**src/design/csp_pkg.sv**
```systemverilog
// ----------------------------------------------------------------------------
// Call stack time profiler package
// Operation and status codes, and the command and status bundles that pass
// between the controller and the datapath.
// ----------------------------------------------------------------------------
package csp_pkg;

  localparam logic [1:0] OP_ENTER = 2'd0;
  localparam logic [1:0] OP_EXIT  = 2'd1;
  localparam logic [1:0] OP_READ  = 2'd2;
  localparam logic [1:0] OP_CLEAR = 2'd3;

  localparam logic [2:0] ST_OK          = 3'd0;
  localparam logic [2:0] ST_STACK_FULL  = 3'd1;
  localparam logic [2:0] ST_STACK_EMPTY = 3'd2;
  localparam logic [2:0] ST_TABLE_FULL  = 3'd3;
  localparam logic [2:0] ST_DISABLED    = 3'd4;

  typedef struct packed {
    logic       latch;
    logic       stk_rd;
    logic       ent_upd;
    logic       push;
    logic       ex_calc;
    logic       scan_start;
    logic       scan_rd;
    logic       scan_cmp;
    logic       tbl_upd;
    logic       pop;
    logic       tbl_rd;
    logic       rd_res;
    logic       clr;
    logic       st_set;
    logic [2:0] st_code;
    logic       out_load;
  } cmd_t;

  typedef struct packed {
    logic [1:0] op;
    logic       en;
    logic       full;
    logic       empty;
    logic       idx_ok;
    logic       hit;
    logic       scan_last;
    logic       out_free;
  } sts_t;

endpackage

```
**src/design/csp_ctrl.sv**
```systemverilog
// ----------------------------------------------------------------------------
// Call stack time profiler controller
// Sequences each request through the datapath, one request at a time.
// ----------------------------------------------------------------------------
module csp_ctrl (
  input  logic          clk_i,
  input  logic          rst_ni,
  input  logic          in_valid_i,
  output logic          in_stall_o,
  input  csp_pkg::sts_t sts_i,
  output csp_pkg::cmd_t cmd_o
);

  typedef enum logic [10:0] {
    S_IDLE     = 11'b00000000001,
    S_DECODE   = 11'b00000000010,
    S_ENT_RD   = 11'b00000000100,
    S_ENT_PUSH = 11'b00000001000,
    S_EX_RD    = 11'b00000010000,
    S_SCAN_RD  = 11'b00000100000,
    S_SCAN_CMP = 11'b00001000000,
    S_TUPD     = 11'b00010000000,
    S_POP      = 11'b00100000000,
    S_RD_WAIT  = 11'b01000000000,
    S_DONE     = 11'b10000000000
  } state_e;

  state_e state_q, state_d;

  assign in_stall_o = (state_q != S_IDLE);

  always_comb begin
    state_d = state_q;
    cmd_o   = '0;
    case (state_q)
      S_IDLE: begin
        if (in_valid_i) begin
          cmd_o.latch = 1'b1;
          state_d     = S_DECODE;
        end
      end
      S_DECODE: begin
        case (sts_i.op)
          csp_pkg::OP_ENTER: begin
            if (!sts_i.en) begin
              cmd_o.st_set  = 1'b1;
              cmd_o.st_code = csp_pkg::ST_DISABLED;
              state_d       = S_DONE;
            end else if (sts_i.full) begin
              cmd_o.st_set  = 1'b1;
              cmd_o.st_code = csp_pkg::ST_STACK_FULL;
              state_d       = S_DONE;
            end else if (sts_i.empty) begin
              cmd_o.push = 1'b1;
              state_d    = S_DONE;
            end else begin
              cmd_o.stk_rd = 1'b1;
              state_d      = S_ENT_RD;
            end
          end
          csp_pkg::OP_EXIT: begin
            if (!sts_i.en) begin
              cmd_o.st_set  = 1'b1;
              cmd_o.st_code = csp_pkg::ST_DISABLED;
              state_d       = S_DONE;
            end else if (sts_i.empty) begin
              cmd_o.st_set  = 1'b1;
              cmd_o.st_code = csp_pkg::ST_STACK_EMPTY;
              state_d       = S_DONE;
            end else begin
              cmd_o.stk_rd = 1'b1;
              state_d      = S_EX_RD;
            end
          end
          csp_pkg::OP_READ: begin
            if (sts_i.idx_ok) begin
              cmd_o.tbl_rd = 1'b1;
              state_d      = S_RD_WAIT;
            end else begin
              state_d = S_DONE;
            end
          end
          default: begin
            cmd_o.clr = 1'b1;
            state_d   = S_DONE;
          end
        endcase
      end
      S_ENT_RD: begin
        cmd_o.ent_upd = 1'b1;
        state_d       = S_ENT_PUSH;
      end
      S_ENT_PUSH: begin
        cmd_o.push = 1'b1;
        state_d    = S_DONE;
      end
      S_EX_RD: begin
        cmd_o.ex_calc    = 1'b1;
        cmd_o.scan_start = 1'b1;
        state_d          = S_SCAN_RD;
      end
      S_SCAN_RD: begin
        cmd_o.scan_rd = 1'b1;
        state_d       = S_SCAN_CMP;
      end
      S_SCAN_CMP: begin
        cmd_o.scan_cmp = 1'b1;
        if (sts_i.hit || sts_i.scan_last) begin
          state_d = S_TUPD;
        end else begin
          state_d = S_SCAN_RD;
        end
      end
      S_TUPD: begin
        cmd_o.tbl_upd = 1'b1;
        state_d       = S_POP;
      end
      S_POP: begin
        cmd_o.pop = 1'b1;
        state_d   = S_DONE;
      end
      S_RD_WAIT: begin
        cmd_o.rd_res = 1'b1;
        state_d      = S_DONE;
      end
      S_DONE: begin
        if (sts_i.out_free) begin
          cmd_o.out_load = 1'b1;
          state_d        = S_IDLE;
        end
      end
      default: begin
        state_d = S_IDLE;
      end
    endcase
  end

  always_ff @(posedge clk_i or negedge rst_ni) begin
    if (!rst_ni) begin
      state_q <= S_IDLE;
    end else begin
      state_q <= state_d;
    end
  end

endmodule

```
**config.mk**
```make
export PLATFORM = sky130hd
export DESIGN_NAME = csp_ctrl
export DESIGN_NICKNAME = d
export VERILOG_FILES = /design/src/design/csp_pkg.sv /design/src/design/csp_ctrl.sv
export SDC_FILE = /design/constraint.sdc
export NUM_CORES = 1
export LEC_CHECK = 0
export BUFFER_PORTS_ARGS = -buffer_cell sky130_fd_sc_hd__buf_2
export CAP_MARGIN = 5
export CELL_PAD_IN_SITES_DETAIL_PLACEMENT = 1
export CELL_PAD_IN_SITES_GLOBAL_PLACEMENT = 1
export CORE_UTILIZATION = 33
export DETAILED_ROUTE_END_ITERATION = 8
export PLACE_DENSITY = 0.81
export SLEW_MARGIN = 20
export SYNTH_ARGS = -nofsm -noshare
export SYNTH_HDL_FRONTEND = slang
export SYNTH_SLANG_ARGS = --single-unit
```
**constraint.sdc**
```tcl
create_clock -name clk_i -period 3.2 [get_ports clk_i]
set_clock_uncertainty 0.05 [all_clocks]
set_input_delay 0.64 -clock clk_i [delete_from_list [all_inputs] [get_ports clk_i]]
set_output_delay 0.64 -clock clk_i [all_outputs]
set_load 0.02 [all_outputs]
```
==> run metrics <==
pin count of the biggest net entering global routing 12; post-DR vias/cell approximately 5.6; power share of the sequential group 0.329; routed wire length per instance about 16 um; Max Root-Sink Buffers 2; Psw between 200 and 250 uW; most area-hungry cell type in the Yosys netlist dfrtp_1; critical path class flip-flop to primary output; Critical R2R Launch state_q[3]; design area ~1000 um^2; Finish-stage setup viols 0; max cap viols 0; Layout area overhead 32.3%; Sw Ratio 0.419; Clock power frac 0.179; Buffers on Ports 30; RD Place Congestion about 0.8; Largest register FFs 11; Post-Place Cell Area approximately 960 um^2; EDFF count, synth 0; Antenna diodes 0; setup TNS 0 ns; CTS clk-pin slew, worst paths 0.08 ns; achievable clock frequency around 310 MHz; core area 2230 um^2; Crit Path Max Fanout 6; synth warn 0; Int Power around 330 uW; die outline width 50.7 um; Top reg by flops state_q; power density over the cells around 550 nW/um^2; Worst slew margin 0.757; R2R Setup Slk approximately 0.94 ns; gr ovfl total 0; share of flip-flops with an asynchronous set or reset 1.00; Num CTS Buffers 3; Post-DRT Antenna Nets 0; IO Pins 31; Top Registers state_q (11); # fillers 293; worst setup margin between 0.008 and 0.009 ns; Final Slew Violations 0; CP max-delay cell or4_1; delay-heaviest family, CP simple AND/OR/NAND/NOR gates; final-stage net count 140; pre-CTS WS 0.186 ns; DIE AREA around 2600 um^2; min cycle time layout about 3.2 ns; top post-synthesis cells by area dfrtp_1 32%, nand2b_1 7.2%, nor2_1 5.8%, nor4_1 5.6%, dfstp_2 3.4%; final period utilization 0.997; Clock Sinks 11; CP arrival around 2.5 ns; mean post-synth cell area approximately 8.6 um^2; R2R cell count 4; nature of the critical path endpoint primary output; Critical R2R Capture state_q[0]; Initial Util 0.350; synth unique cells 34; Worst Path Buf+Inv 3; Final Hold Fails 0; Slew @ Worst Pin 0.361 ns; Die Span Y roughly 50 um; All-Layer GR Usage 0.200; Pleak approximately 0.0005 uW; critical path data required time 2.51 ns; total routed wirelength 2.52 mm; status complete, no violations; storage element area between 200 and 300 um^2; Synth Cell Area 782 um^2; CTS tree built; critical path startpoint category flip-flop; Site Rows 17; Initial DRT Pass Iterations 4; Net Count, Synth 103; Root Driver clkbuf_4; first-pass GRT wire length about 3.8 mm; total chip power around 570 uW; maximum level of the CTS H-tree 1; Yosys top cell area share 0.320; fraction of layout instances using a drive strength above 1 0.433; flops & latches, synth 11; worst hold margin 0.175 ns; Max VDD drop ~0.29 mV; multi-input logic area between 400 and 500 um^2; dpl hpwl between 1.5 and 2 mm; total vias in the final route 863; Seq/Total Area, Yosys 0.354; combinational share of power 0.492; Largest stage delay, worst path approximately 0.6 ns; CP Cell Sequence or4_1, buf_4, nor4_2, nand3b_1, buf_4, nor3b_1, buf_2; DR iter-0 viols 9; Crit path top cell by count buf_4; Residual DRC 0; antenna violations before repair 0; hold buffer count at cts 0; worst skew pair latency 0.28 ns; Top FF cell, synth dfrtp_1; vias in the first global route between 800 and 900; Hold WC Path Type primary input to asynchronous set/reset pin; Synth Instances 91
==> final cells by class <==
| cell class | instances | share of cell area |
|---|---|---|
| well taps | 28 | 0.0339 |
| clock buffers | 4 | 0.0254 |
| repair buffers | 36 | 0.191 |
| multi-input cells | 74 | 0.473 |
| inverters | 2 | 0.00726 |
| flip-flops and latches | 11 | 0.270 |
==> stage by stage <==
| step | util | instances |
|---|---|---|
| floorplan | - | 91 |
| global placement | 0.430 | 147 |
| detailed placement | 0.430 | 147 |
| CTS | 0.451 | 152 |
| global route | 0.463 | 155 |
| finish | 0.463 | 155 |
==> placed cells by master, fill, tap and decap left out, types with 2 or more instances in the layout <==
cell / count
buf_2: 29
nor2_1: 11
nand2b_1: 9
dfrtp_1: 8
buf_4: 7
nor4_1: 6
nor3_1: 4
nand2_1: 3
nand3b_1: 3
a21oi_1: 3
clkbuf_4: 3
or2_2: 2
or4_1: 2
or4_4: 2
inv_1: 2
or3_1: 2
nor2b_1: 2
and4bb_2: 2
nand3_1: 2
nor3b_1: 2
and4b_1: 2
o21ai_0: 2
dfrtp_2: 2
==> worst max-delay path by stage <==
stage | startpoint | to | slack [ns] | cells past startpoint
global placement | state_q[3] | cmd_o[17] | 0.36 | 5
global route | state_q[3] | cmd_o[16] | -0.04 | 7
floorplan | state_q[3] | cmd_o[13] | 0.02 | 7
detailed placement | state_q[3] | cmd_o[16] | 0.19 | 6
CTS | state_q[3] | cmd_o[13] | 0.02 | 5
finish | state_q[3] | cmd_o[16] | 0.009 | 7
==> synthesized netlist by cell type, drive strengths merged, types with 3 or more instances <==
master and number:
nor2 12, dfrtp 10, nand2b 9, nor4 7
nor3 5, buf 4, or4 4, a21oi 3
nand2 3, nand3b 3, or3 3
==> logic make-up after synthesis <==
logic type                Yosys count  synth area share
and+or+nand+nor                    60             0.480
AOI/OAI and AO/OA                  13             0.117
DFF                                11             0.354
buffers and inverters               6            0.0384
xor gates and xnor gates            1            0.0112
==> power by group through the flow <==
stage	combinational, uW	clock, uW	sequential (uW)
floorplan	185	0	179
global placement	242	0	186
detailed placement	257	0	188
CTS	272	106	187
global route	301	105	189
finish	279	102	186
==> timing repair <==
item	CTS	global route
endpoints found under the setup margin	8	4
resized for setup	3	3
pin swaps	1	0
buffers inserted	1	3
==> metal layers <==
metal,up-vias,track usage,wire length [um]
li1,412,-,-
met1,425,0.236,1140
met2,22,0.364,1280
met3,4,0.0212,72
met4,0,0.0787,31
met5,-,0,0
(Power assumes the default switching activity.)
